===== src/hdl/assert_macros.svh =====
// Assertion macros for the RTL; included by small_float_add_sub.
`ifndef ASSERT_MACROS_SVH
`define ASSERT_MACROS_SVH
`ifndef SYNTHESIS
`define ASSERT_IMPL(label, clk, rst_n, prop) \
	label: assert property (@(posedge clk) disable iff (!rst_n) prop) \
	else $error("assertion failed");
`define ASSERT_NEXT(label, clk, rst_n, a, b) \
	label: assert property (@(posedge clk) disable iff (!rst_n) (a) |=> (b)) \
	else $error("assertion failed");
`else
`define ASSERT_IMPL(label, clk, rst_n, prop)
`define ASSERT_NEXT(label, clk, rst_n, a, b)
`endif
`endif


===== src/hdl/sfas_pkg.sv =====
`timescale 1ns / 1ps
// ----------------------------------------------------------------------------
// sfas_pkg
// Shared constants for the small float adder/subtractor.
// ----------------------------------------------------------------------------
package sfas_pkg;
	localparam int TOTAL_BITS = 16;
	localparam int EXP_BITS   = 5;
	localparam int MANT_BITS  = 10;

	// Request codes carried on req_type.
	localparam logic OP_ADD = 1'b0;
	localparam logic OP_SUB = 1'b1;
endpackage


===== src/hdl/small_float_add_sub.sv =====
`timescale 1ns / 1ps
// ----------------------------------------------------------------------------
// small_float_add_sub
// Truncating adder/subtractor for small sign/exponent/mantissa words.
// ----------------------------------------------------------------------------
// A word is accepted on a rising edge with start high and busy low; busy is
// always low, so a word may be offered every cycle. The operands are
// registered at the accepting edge, pass through one combinational
// align/add/normalise stage into the result register at the next edge, and
// the result then sits on sum_word with done high for one cycle. Throughput
// is one word per cycle, set by the single registered pass. The receiver
// cannot stall the block; each result is presented once. Reset clears the
// valid flags, so no result is reported until a word has been accepted. No
// rounding, infinity, NaN or subnormals.
// ----------------------------------------------------------------------------
`include "assert_macros.svh"
module small_float_add_sub #(
	parameter int TOTAL_BITS = sfas_pkg::TOTAL_BITS,
	parameter int EXP_BITS   = sfas_pkg::EXP_BITS,
	parameter int MANT_BITS  = sfas_pkg::MANT_BITS
) (
	input  logic                  clk,
	input  logic                  arst_n,
	input  logic                  start,
	output logic                  busy,
	input  logic                  req_type,
	input  logic [TOTAL_BITS-1:0] operand_x,
	input  logic [TOTAL_BITS-1:0] operand_y,
	output logic                  done,
	output logic [TOTAL_BITS-1:0] sum_word
);
	logic                  vld_s1, vld_s2;
	logic                  req_s1;
	logic [TOTAL_BITS-1:0] x_s1, y_s1, res_s2, res_c;

	assign busy = 1'b0;

	always_ff @(posedge clk or negedge arst_n) begin
		if (!arst_n) begin
			vld_s1 <= 1'b0;
			vld_s2 <= 1'b0;
		end else begin
			vld_s1 <= start && !busy;
			vld_s2 <= vld_s1;
		end
	end

	always_ff @(posedge clk) begin
		if (start && !busy) begin
			req_s1 <= req_type;
			x_s1   <= operand_x;
			y_s1   <= operand_y;
		end
		if (vld_s1) res_s2 <= res_c;
	end

	sfas_core #(
		.TOTAL_BITS(TOTAL_BITS), .EXP_BITS(EXP_BITS), .MANT_BITS(MANT_BITS)
	) u_core (
		.req_type(req_s1), .operand_x(x_s1), .operand_y(y_s1), .sum_word(res_c)
	);

	assign done     = vld_s2;
	assign sum_word = res_s2;

	`ASSERT_NEXT(a_done_follows, clk, arst_n, vld_s1, done)
	`ASSERT_NEXT(a_no_spurious, clk, arst_n, !vld_s1, !done)
	`ASSERT_IMPL(a_never_busy, clk, arst_n, !busy)
endmodule


===== src/hdl/sfas_core.sv =====
`timescale 1ns / 1ps
// ----------------------------------------------------------------------------
// sfas_core
// Combinational align, add, normalise and pack of one operand pair.
// ----------------------------------------------------------------------------
module sfas_core #(
	parameter int TOTAL_BITS = sfas_pkg::TOTAL_BITS,
	parameter int EXP_BITS   = sfas_pkg::EXP_BITS,
	parameter int MANT_BITS  = sfas_pkg::MANT_BITS
) (
	input  logic                  req_type,
	input  logic [TOTAL_BITS-1:0] operand_x,
	input  logic [TOTAL_BITS-1:0] operand_y,
	output logic [TOTAL_BITS-1:0] sum_word
);
	localparam int SW = MANT_BITS + 3;   // signed significand sum width
	localparam int MW = MANT_BITS + 2;   // magnitude width
	localparam int PW = $clog2(MW + 1) + 1;
	localparam int ERW = EXP_BITS + PW + 2;
	localparam logic [TOTAL_BITS-1:0] SIGN = {1'b1, {(TOTAL_BITS-1){1'b0}}};

	logic [TOTAL_BITS-1:0] y;
	logic [EXP_BITS-1:0] ex, ey, d;
	logic signed [SW-1:0] sx, sy, ax, ay, sum;
	logic [MW-1:0] mag, nmag;
	logic [PW-1:0] pos;
	logic found;
	logic signed [ERW-1:0] er;
	logic [TOTAL_BITS-1:0] packed_w;

	always_comb begin
		y = operand_y;
		if (req_type == sfas_pkg::OP_SUB && operand_y != '0) y = operand_y ^ SIGN;
		ex = operand_x[MANT_BITS +: EXP_BITS];
		ey = y[MANT_BITS +: EXP_BITS];
		sx = SW'({1'b1, operand_x[MANT_BITS-1:0]});
		sy = SW'({1'b1, y[MANT_BITS-1:0]});
		if (operand_x[TOTAL_BITS-1]) sx = -sx;
		if (y[TOTAL_BITS-1]) sy = -sy;
		ax = sx;
		ay = sy;
		if (ex > ey) begin
			d = ex - ey;
			ay = sy >>> d;
			er = ERW'(ex);
		end else begin
			d = ey - ex;
			ax = sx >>> d;
			er = ERW'(ey);
		end
		sum = ax + ay;
		mag = sum[SW-1] ? MW'(-sum) : MW'(sum);
		pos = '0;
		found = 1'b0;
		for (int i = 0; i < MW; i++) begin
			if (mag[i]) begin
				pos = PW'(i);
				found = 1'b1;
			end
		end
		if (!found) begin
			nmag = '0;
			er = er - ERW'(MANT_BITS + 1);
		end else if (pos > PW'(MANT_BITS)) begin
			nmag = mag >> (pos - PW'(MANT_BITS));
			er = er + ERW'(pos) - ERW'(MANT_BITS);
		end else begin
			nmag = mag << (PW'(MANT_BITS) - pos);
			er = er - ERW'(PW'(MANT_BITS) - pos);
		end
		packed_w = ({sum[SW-1], {(TOTAL_BITS-1){1'b0}}})
			| (TOTAL_BITS'(er) << MANT_BITS)
			| TOTAL_BITS'(nmag[MANT_BITS-1:0]);
		if (operand_x == '0) sum_word = y;
		else if (y == '0) sum_word = operand_x;
		else if (operand_x == (y ^ SIGN)) sum_word = '0;
		else sum_word = packed_w;
	end
endmodule


===== config.mk =====
export PLATFORM = sky130hd
export DESIGN_NAME = small_float_add_sub
export DESIGN_NICKNAME = d
export VERILOG_FILES = /design/src/hdl/sfas_pkg.sv /design/src/hdl/small_float_add_sub.sv /design/src/hdl/sfas_core.sv
export VERILOG_INCLUDE_DIRS = /design/src /design/src/hdl
export SDC_FILE = /design/constraint.sdc
export NUM_CORES = 1
export LEC_CHECK = 0
export BUFFER_PORTS_ARGS = -buffer_cell sky130_fd_sc_hd__buf_2
export CORE_UTILIZATION = 55
export DETAILED_ROUTE_END_ITERATION = 16
export GPL_TIMING_DRIVEN = 0
export MAX_ROUTING_LAYER = met4
export PLACE_DENSITY = 0.74
export SETUP_SLACK_MARGIN = 0.2
export SLEW_MARGIN = 0
export SYNTH_ARGS = -nofsm -noshare
export SYNTH_HDL_FRONTEND = slang
export SYNTH_HIERARCHICAL = 1
export SYNTH_SLANG_ARGS = --single-unit
export TNS_END_PERCENT = 100

===== constraint.sdc =====
create_clock -name clk -period 9.1 [get_ports clk]
set_input_delay 1.82 -clock clk [delete_from_list [all_inputs] [get_ports clk]]
set_output_delay 1.82 -clock clk [all_outputs]
set_load 0.05 [all_outputs]

# After elaboration in Yosys (flattened, before gate mapping)
# Index checks and enable logic that the tools add are counted.
totals:
  wordCells: 71
  input_bits: 36
  out_inout_bits: 18
  regBits: 51
classes:
  magnitude_cmp: 2
  eq_ne: 1
  n_mux: 37
  reduce_logical: 4
  n_shift: 4
  add_sub_neg: 13
  bitwise: 4
ops:
  columns: ["operator", "count"]
  rows:
  - ["16-bit two-way mux", 4]
  - ["13-bit two-way mux", 4]
  - ["16-bit logical NOT", 2]
  - ["11-bit negation with 13-bit output", 2]
  - ["13-bit by 5-bit >>> shifter with 13-bit output", 2]
  - ["10-bit two-way mux", 2]
  - ["16-bit equality test", 1]
  - ["4-bit two-way mux", 4]
  - ["16-bit by 10-bit OR with 16-bit output", 1]
  - ["16-bit OR", 1]
  - ["16-bit nonzero test", 1]
  - ["13-bit adder", 1]
  - ["1-bit two-way mux", 13]
  - ["12-bit two-way mux", 1]
  - ["3-bit two-way mux", 4]
  - ["6-bit two-way mux", 2]
  - ["12-bit negation", 1]
  - ["12-bit by 5-bit left shift with 10-bit output", 1]
  - ["12-bit by 5-bit right shift with 10-bit output", 1]
  - ["4-bit by 4-bit subtractor with 5-bit output, first input constant", 2]
  - ["5-bit subtractor", 2]
  - ["5-bit by 4-bit adder with 6-bit output", 1]
  - ["5-bit by 4-bit subtractor with 6-bit output, second input constant", 1]
  - ["5-bit by 6-bit subtractor with 6-bit output", 1]
  - ["other kinds (8)", 10]

# Logic depth before layout (Yosys ltp)
# Gate-level depths: netlist of run 1.
logic_depth:
  depth_word: 30
  mapped_depth: 36
  ltp_nobuf: 36

# Hierarchy
# The synthesis of run 1 kept the hierarchy.
by_module_without_submodules:
  columns: ["mod", "cells_per_inst", "area_per_inst_um2", "seq_area_each_um2", "n_inst"]
  rows:
  - ["sfas_core", 779, 5266.3, 0.0, 1]
  - ["small_float_add_sub", 53, 1532.7, 1521.5, 1]

# Worst setup path before layout of run 1
# No wires, ideal clock.
synth_timing:
  path_type: "register to register"
  from: "register y_s1[0]"
  to: "register res_s2[15], in the netlist sum_word[15], data pin"
  path_stages_with_launch: 36
  period_less_slack_ns: 7.980
  path_buffers: 0
  required_time_ns: 8.948
  t_arrival_ns: 7.829
  setup_ns: 0.152
  path_slack_ns: 1.120
  path_cell_list: "edfxtp_1 > inv_1 > ha_1 > or4b_2 > nor3_1 > a21oi_1 > nor2_1 > inv_1 > nor2_1 > a21oi_1 > mux2i_1 > mux2i_1 > mux4_2 > a211oi_1 > a21o_1 > ha_1 > inv_1 > fa_1 > nor2b_4 > o31ai_1 > a31o_2 > a211oi_1 > nand4_1 > o211ai_1 > a21o_1 > clkinv_1 > ha_1 > inv_1 > ha_1 > fa_1 > a21oi_1 > nor2b_1 > o21ai_0 > o211ai_1 > a21o_1 > a31oi_1"
synth_via:
  elab_chain_cells: 29
  elab_cells_between_ends: 48
  cone_classes: "add/sub: 7; order compare: 1; eq/ne: 1; shift: 1; mux: 32; bitwise: 3; reduce/logical: 3"
synth_rtl:
  columns: ["item", "line", "rtl"]
  rows:
  - ["from (decl)", "small_float_add_sub.sv:34", "logic [TOTAL_BITS-1:0] x_s1, y_s1, res_s2, res_c;"]
  - ["from (signal assigned)", "small_float_add_sub.sv:52", "y_s1 <= operand_y;"]
  - ["16-bit nonzero test", "sfas_core.sv:33", "if (req_type == sfas_pkg::OP_SUB && operand_y != '0) y = operand_y ^ SIGN;"]
  - ["1-bit logical AND", "sfas_core.sv:33", null]
  - ["16-bit two-way mux *", "sfas_core.sv:33", null]
  - ["branches (longest 25 deep; another with 11-bit negation with 13-bit output)", null, null]
  - ["16-bit two-way mux *", "sfas_core.sv:74", "if (operand_x == '0) sum_word = y;"]
  - ["net res_c[15]", "small_float_add_sub.sv:34", null]
  - ["to (signal assigned)", "small_float_add_sub.sv:54", "if (vld_s1) res_s2 <= res_c;"]
  - ["to (decl)", "small_float_add_sub.sv:34", null]
# Mark *: on every way through the listed nets, which the timed path passes.
# A chain may end at the register's enable or synchronous reset.

# Worst setup path after layout of run 1
layout_timing:
  from: "register y_s1[1]"
  to: "register res_s2[15], in the netlist sum_word[15], data pin"
# The elaborated chain is that of the path after synthesis.

==> summary.txt, run 1 <==
Yosys
  – Number of enable flip-flop cells after synthesis: 49
  – Cell count after synthesis: 832
  – Distinct cell type count of the synthesized netlist: 82
  – Number of storage elements in the synthesis netlist: between 50 and 60
  – Synth area leader: sky130_fd_sc_hd__edfxtp_1
  – Top_reg_cell synth: sky130_fd_sc_hd__edfxtp_1
  – Part of the Yosys area used for sequential elements: between 20 and 25%
  – Cell area after technology mapping: slightly below 7000 um2
  – Top-area cell type share of the netlist area: a little over a fifth
  – Top cells by area, synth: sky130_fd_sc_hd__edfxtp_1, sky130_fd_sc_hd__ha_1, sky130_fd_sc_hd__mux2i_1
  – Share of flip-flops with an asynchronous set or reset after synthesis: 3.92%
  – Syn avg cell area: roughly 8.2 um2
  – Total number of yosys warnings: 6
  – Syn_nets: 911

STA
  – Final count of hold timing violations: 0
  – Setup repair after global routing missed its margin: true
  – Max-slew violations: 0
  – Min cycle time layout: between 8 and 9 ns
  – FMAX: approximately 120 MHz
  – Worst rel slew slack: 43.0%
  – Final Cycle Share: a little over nine tenths
  – Setup Viol. Count Final: 0
  – Clock skew: roughly 0.0067 ns
  – WHS: 0.766 ns
  – Transition at the pin with the smallest max-transition slack: roughly 0.85 ns

Clock tree
  – Number of clock buffers inserted by TritonCTS: 5
  – # clock sinks: 51
  – CTS clock-pin slew for the worst setup and hold paths: ~0.060 ns
  – H-Tree Level Count: 2
  – CTS root buf: sky130_fd_sc_hd__clkbuf_16
  – Maximum root-to-sink buffer count: 2
  – TritonCTS clock tree: done
  – Skew-Pair Late Insertion Delay: roughly 0.3 ns
  – Hold-fix buffers, CTS: 0

Detailed routing
  – DR vias: 6878
  – Routed WL: roughly 21000 um
  – Wirelength per Cell: ~20 um
  – 1st-iter DRT viols: 715
  – DRC violation count after routing: 0
  – Number of detailed-routing iterations run before antenna repair: 5
  – DR vias/cell: 6.58
  – ANT nets after route: 0

Global route
  – Antenna violations before repair: 0
  – Largest net degree at the start of global routing: 35
  – Congestion Overflow GR: 0
  – Overall global routing resource usage: 34.3%
  – Global-route wire length before repair: ~33000 um
  – Via count of the first global-routing pass: 6396

Place
  – HPWL after detailed placement: ~17000 um
  – Post-place instance area: about 7200 um2
  – Final RePlAce weighted congestion: about 1
  – Placed cell count: around 1.0k
  – Buffers on Ports: between 50 and 60

Critical path
  – Arr. time, crit path: 8.68 ns
  – Peak fanout along the critical path: 8
  – Kind of launch point of the worst setup path: flop
  – Endpoint class of the critical path: flop
  – Crit path from: y_s1[1]$_DFFE_PP_
  – Startpoint of the most critical register-to-register path: y_s1[1]$_DFFE_PP_
  – CP delay by family, top: compound AO/OA/AOI/OAI gates
  – Cell with the most instances on the worst path: sky130_fd_sc_hd__inv_1
  – Worst endpoint required time: roughly 9.2 ns
  – Max stage delay on crit path: 0.66 ns
  – Instance count on the critical path: 36
  – Sum of buffers and inverters on the critical path: 6
  – Cell with the largest stage delay on the worst path: sky130_fd_sc_hd__or4b_2
  – Number of cells traversed by the worst register-to-register path: 36
  – Category of the critical setup timing path: reg -> reg

Cells and area
  – Nets: 977
  – Final std cell area, no fill: between 7000 and 8000 um2
  – Diode count: 0
  – Count of non-filler cells in the finished layout: ~1.0k
  – Sequential Area: about 1500 um2
  – Fillcell total: a little over 1k
  – Fraction of final layout cells sized beyond drive strength 1: between 10% and 20%
  – Area used by multi-input combinational logic: approximately 5000 um2
  – Synth-to-Final Area Change: 12.4%

Die
  – Die Footprint: around 13000 um2
  – Floorplan row count: 40
  – Die W: between 100 and 150 um
  – Starting density of the core: 56.6%
  – # IOs: 54
  – Core area: 12000 um2
  – Die boundary height: ~110 um

Job
  – Maxcap violations: 0

Worst hold path
  – Path class of the lowest-slack min-delay path: reg -> reg
  – Start point of the worst hold path: y_s1[14]$_DFFE_PP_
  – Worst hold path cell count: 2

Run status
  – Outcome: finished clean
routing by layer:
metal	track usage, %	share of wire, %	up-vias
met3	3.70	8.1	44
met4	12.9	2.9	0
met2	54.9	45	356
met5	-	0	-
li1	-	-	3276
met1	44.8	44	3202
metrics by stage:
step	worst slack (ns)	util, %	setup TNS [ns]
after CTS	0.142	62.4	0
final	0.553	63.6	0
after global placement	-0.683	60.3	-4.28
after detailed placement	-0.777	60.3	-5.37
after global routing	0.172	63.6	0
after floorplan	1.12	-	0
final timing paths:
path | end | slack [ns]
max | sum_word[15]$_DFFE_PP_ | 0.55
min | sum_word[14]$_DFFE_PP_ | 0.77
max reg2reg | sum_word[15]$_DFFE_PP_ | 0.55
min reg2reg | sum_word[14]$_DFFE_PP_ | 0.77
max in group asynchronous | vld_s1$_DFF_PN0_ | 7.71
min in group asynchronous | done$_DFF_PN0_ | 1.30
cell usage after synthesis (5+ instances only):
master	n
sky130_fd_sc_hd__o22ai_1	8
sky130_fd_sc_hd__inv_1	42
sky130_fd_sc_hd__nor2b_1	9
sky130_fd_sc_hd__mux2i_1	47
sky130_fd_sc_hd__nand4_1	7
sky130_fd_sc_hd__and3_1	12
sky130_fd_sc_hd__o21a_1	10
sky130_fd_sc_hd__nor3_1	20
sky130_fd_sc_hd__and2_1	9
sky130_fd_sc_hd__or4_1	6
sky130_fd_sc_hd__nand2b_1	13
sky130_fd_sc_hd__a21o_1	19
sky130_fd_sc_hd__o31ai_1	9
sky130_fd_sc_hd__a211oi_1	22
sky130_fd_sc_hd__a211o_1	6
sky130_fd_sc_hd__nor4_1	6
sky130_fd_sc_hd__clkbuf_1	36
sky130_fd_sc_hd__a21oi_1	68
sky130_fd_sc_hd__o21bai_1	6
sky130_fd_sc_hd__mux4_2	5
sky130_fd_sc_hd__o211ai_1	16
sky130_fd_sc_hd__nor2_1	73
sky130_fd_sc_hd__mux2_2	5
sky130_fd_sc_hd__nand3_1	14
sky130_fd_sc_hd__xor2_1	32
sky130_fd_sc_hd__a22oi_1	5
sky130_fd_sc_hd__xnor2_1	24
sky130_fd_sc_hd__edfxtp_1	49
sky130_fd_sc_hd__a31oi_1	15
sky130_fd_sc_hd__or3_1	8
sky130_fd_sc_hd__nand2_1	50
sky130_fd_sc_hd__ha_1	39
sky130_fd_sc_hd__o21ai_0	57
sky130_fd_sc_hd__buf_2	5
cells by family (layout without fill, tap and decap cells):
| logic type | after synthesis | count (layout) | synth area share (%) |
|---|---|---|---|
| adders and majority gates | 43 | 43 | 8.35 |
| AOI/OAI and AO/OA | 286 | 286 | 28.2 |
| other | 1 | 1 | 0.0552 |
| and+or+nand+nor | 247 | 247 | 18.5 |
| DFF | 51 | 51 | 22.4 |
| buffers and inverters | 89 | 156 | 5.26 |
| xor gates and xnor gates | 57 | 57 | 7.45 |
| muxes | 58 | 58 | 9.79 |
state kept, by name, indices dropped and copies added (netlist names):
signal    cells
done          1
x_s1         16
sum_word     16
vld_s1        1
y_s1         16
req_s1        1
layout make-up:
type,instances,area share [%]
Timing Repair Buffer,59,4.09
Sequential cell,51,19.9
Buffer,45,2.51
Inverter,44,2.21
Multi-Input combinational cell,692,66.4
Clock inverter,3,0.884
Clock buffer,5,1.64
Tap cell,147,2.41
placed cells by master, fill, tap and decap left out, drive strengths merged, types with 8 or more instances in the layout:
cell     n
xnor2   25
o21ai   58
or3      9
nand3   15
a211oi  25
a31oi   15
nor2    73
inv     43
o21a    10
nand2   50
and3    12
edfxtp  49
mux2i   47
o22ai    8
o211ai  17
nand4    8
o31ai   10
nor2b   10
a21oi   68
buf     68
nand2b  13
xor2    32
a21o    19
and2    10
clkbuf  41
nor3    20
ha      39
worst register-to-register path: cells and delay by family (launching register included):
kind            cells  cell delay (ns)
buf+inv             6             0.77
compound gates     16             3.19
xor+xnor            2             0.39
fa+ha+maj           5             1.52
mux                 1             0.48
simple gates        6             1.54
flops               1             0.49
repair_timing:
item | in CTS | in global routing
resized for setup | 11 | 24
pin swaps | 2 | 2
endpoints found under the setup margin | 15 | 14
setup buffers | 2 | 5
hold endpoints to repair | 0 | 0
Power of run 1 is left out: the tool's default activity adds up to more than one toggle a clock period on the data nets, which glitch-free logic cannot reach.
==> inputs of run 2 (changes only) <==
SYNTH_HIERARCHICAL = not set   (was 1)
==> run 2 against run 1 <==
Via count rose by 7.6%. Synthesized cell count up 5.6%. Clock skew grew 0.0042 ns. Utilization is 1.3 points higher. Worst hold slack worse by 0.020 ns. Sequential share of layout area down 1.3 points. Non-clock buffer count increased by 19. Register-to-register slack got worse by 0.07 ns. Critical path type unchanged. Critical endpoint is now sum_word[14]$_DFFE_PP_. Highest routed layer unchanged.
==> summary.txt, run 2 <==
STA
  – Clock skew: approximately 0.011 ns
  – Min cycle time layout: ~8.6 ns
  – Final count of hold timing violations: 0
  – Setup repair after global routing missed its margin: true
  – Setup Viol. Count Final: 0
  – Transition at the pin with the smallest max-transition slack: roughly 0.88 ns
  – Final critical-path setup slack: approximately 0.48 ns
  – FMAX: around 120 MHz
  – Max-slew violations: 0
  – Worst rel slew slack: 40.8%
  – Final Cycle Share: a little over nine tenths

Clock tree
  – CTS root buf: sky130_fd_sc_hd__clkbuf_16
  – # clock sinks: ~50
  – Maximum root-to-sink buffer count: 2
  – Skew-Pair Late Insertion Delay: about 0.3 ns
  – TritonCTS clock tree: done
  – CTS clock-pin slew for the worst setup and hold paths: around 0.07 ns
  – H-Tree Level Count: 2
  – Number of clock buffers inserted by TritonCTS: 5

Yosys
  – Distinct cell type count of the synthesized netlist: between 80 and 90
  – Syn avg cell area: ~8.0 um2
  – Number of enable flip-flop cells after synthesis: 49
  – Top_reg_cell synth: sky130_fd_sc_hd__edfxtp_1
  – Synth area leader: sky130_fd_sc_hd__edfxtp_1
  – Cell area after technology mapping: around 7000 um2
  – Number of storage elements in the synthesis netlist: slightly above 50
  – Cell count after synthesis: slightly below 900
  – Cell with the most instances after synthesis: sky130_fd_sc_hd__nor2_1
  – Part of the Yosys area used for sequential elements: a little over a fifth
  – Syn_nets: approximately 960
  – Top cells by area, synth: sky130_fd_sc_hd__edfxtp_1, sky130_fd_sc_hd__ha_1, sky130_fd_sc_hd__a21oi_1
  – Share of flip-flops with an asynchronous set or reset after synthesis: under 10%
  – Leading post-synthesis cells by instance count: sky130_fd_sc_hd__nor2_1, sky130_fd_sc_hd__a21oi_1, sky130_fd_sc_hd__nand2_1
  – Top-area cell type share of the netlist area: between 20% and 30%
  – Total number of yosys warnings: 0

Global route
  – Global-route wire length before repair: about 35000 um
  – Overall global routing resource usage: between 30% and 40%
  – Antenna violations before repair: 1
  – Largest net degree at the start of global routing: 35
  – Via count of the first global-routing pass: around 6.5k
  – Congestion Overflow GR: 0

Critical path
  – Peak fanout along the critical path: 12
  – Endpoint class of the critical path: flop
  – Cell with the largest stage delay on the worst path: sky130_fd_sc_hd__fa_2
  – Cell with the most instances on the worst path: sky130_fd_sc_hd__inv_1
  – Category of the critical setup timing path: reg -> reg
  – Worst endpoint required time: between 9 and 10 ns
  – Max stage delay on crit path: 0.61 ns
  – Arr. time, crit path: slightly below 9 ns
  – Kind of launch point of the worst setup path: flop

Die
  – Die Footprint: approximately 13000 um2
  – # IOs: 54
  – Die boundary height: about 120 um
  – Core area: around 13000 um2
  – Floorplan row count: 41
  – Die W: roughly 120 um
  – Starting density of the core: a little under three fifths

Cells and area
  – Highest-count cells in the layout ignoring fill and taps: sky130_fd_sc_hd__nor2_1, sky130_fd_sc_hd__nand2_1, sky130_fd_sc_hd__a21oi_1
  – Count of non-filler cells in the finished layout: 1133
  – Fraction of final layout cells sized beyond drive strength 1: 18.9%
  – Fillcell total: 1136
  – Synth-to-Final Area Change: 15.4%
  – Nets: ~1.0k
  – Most frequent standard cell in the layout excluding fill and tap cells: sky130_fd_sc_hd__nor2_1

Detailed routing
  – DR vias: around 7.4k
  – DR vias/cell: between 6 and 7
  – Wirelength per Cell: 20.5 um
  – Number of detailed-routing iterations run before antenna repair: 6
  – Routed WL: around 23000 um
  – DRC violation count after routing: 0
  – ANT nets after route: 0
  – 1st-iter DRT viols: ~910

Worst hold path
  – Path class of the lowest-slack min-delay path: reg -> reg

Place
  – Final RePlAce weighted congestion: approximately 0.95
  – Buffers on Ports: 52
  – HPWL after detailed placement: ~18000 um
  – Place WS: -1.38 ns
  – Placed cell count: 1103

Run status
  – Outcome: finished clean

Job
  – Maxcap violations: 0
==> run 2: cell families after synthesis <==
logic type	Yosys count	share of synthesized area, %
and+or+nand+nor	272	18.8
xor gates and xnor gates	65	8.43
buffers and inverters	102	5.93
DFF	51	21.5
other	1	0.0531
adders and majority gates	49	9.21
AOI/OAI and AO/OA	300	29.2
muxes	39	6.85
==> run 2: layer usage <==
layer  share of wire (%)  track usage (%)  vias up
met5                   0                -        -
met4                 1.6             7.53        0
met3                 9.2             5.90       34
met2                  46             56.0      438
met1                  43             46.6     3477
li1                    -                -     3455
==> run 2: final cells by class <==
type | count | area [um2] | area share, %
Antenna cell | 1 | 2.50 | 0.0307
Buffer | 49 | 245 | 3.01
Clock buffer | 5 | 125 | 1.53
Clock inverter | 3 | 26.3 | 0.322
Inverter | 52 | 203 | 2.49
Multi-Input combinational cell | 726 | 5390 | 66.1
Sequential cell | 51 | 1520 | 18.7
Tap cell | 172 | 215 | 2.64
Timing Repair Buffer | 74 | 425 | 5.22
==> run 2: final timing paths <==
path	from	end	slack [ns]	cells past startpoint
min in group asynchronous	arst_n	done$_DFF_PN0_	1.30	1
max in group asynchronous	arst_n	vld_s1$_DFF_PN0_	7.71	1
worst max register to register	y_s1[10]$_DFFE_PP_	sum_word[14]$_DFFE_PP_	0.48	34
worst min register to register	x_s1[14]$_DFFE_PP_	sum_word[14]$_DFFE_PP_	0.75	2
worst min-delay path	x_s1[14]$_DFFE_PP_	sum_word[14]$_DFFE_PP_	0.75	2
worst max-delay path	y_s1[10]$_DFFE_PP_	sum_word[14]$_DFFE_PP_	0.48	34
==> run 2: through the flow <==
stage	setup TNS, ns	utilization [%]	cell area [um2]	hold WS, ns
finish	0	64.9	8160	0.745
global route	0	64.9	8160	0.801
CTS	0	62.8	7900	0.725
detailed placement	-7.00	60.0	7540	0.700
global placement	-8.03	60.0	7540	0.675
floorplan	0	-	7070	0.622
==> run 2: timing repair <==
action	4_1_cts	5_1_grt
gates resized for setup	31	50
endpoints found under the setup margin	15	14
hold buffers	0	0
buffers inserted	9	13
pin swaps	4	12
==> run 2: critical path, delay by kind of cell, from the launching register on <==
| family | cells | cell delay (ns) |
|---|---|---|
| AND/OR/NAND/NOR | 4 | 1.21 |
| XOR/XNOR | 1 | 0.14 |
| buffers and inverters | 8 | 1.04 |
| flip-flops | 1 | 0.39 |
| AO/OA/AOI/OAI | 13 | 2.73 |
| multiplexers | 1 | 0.51 |
| adder cells (fa/ha/maj) | 7 | 2.43 |
Power of run 2 is left out for the same reason.
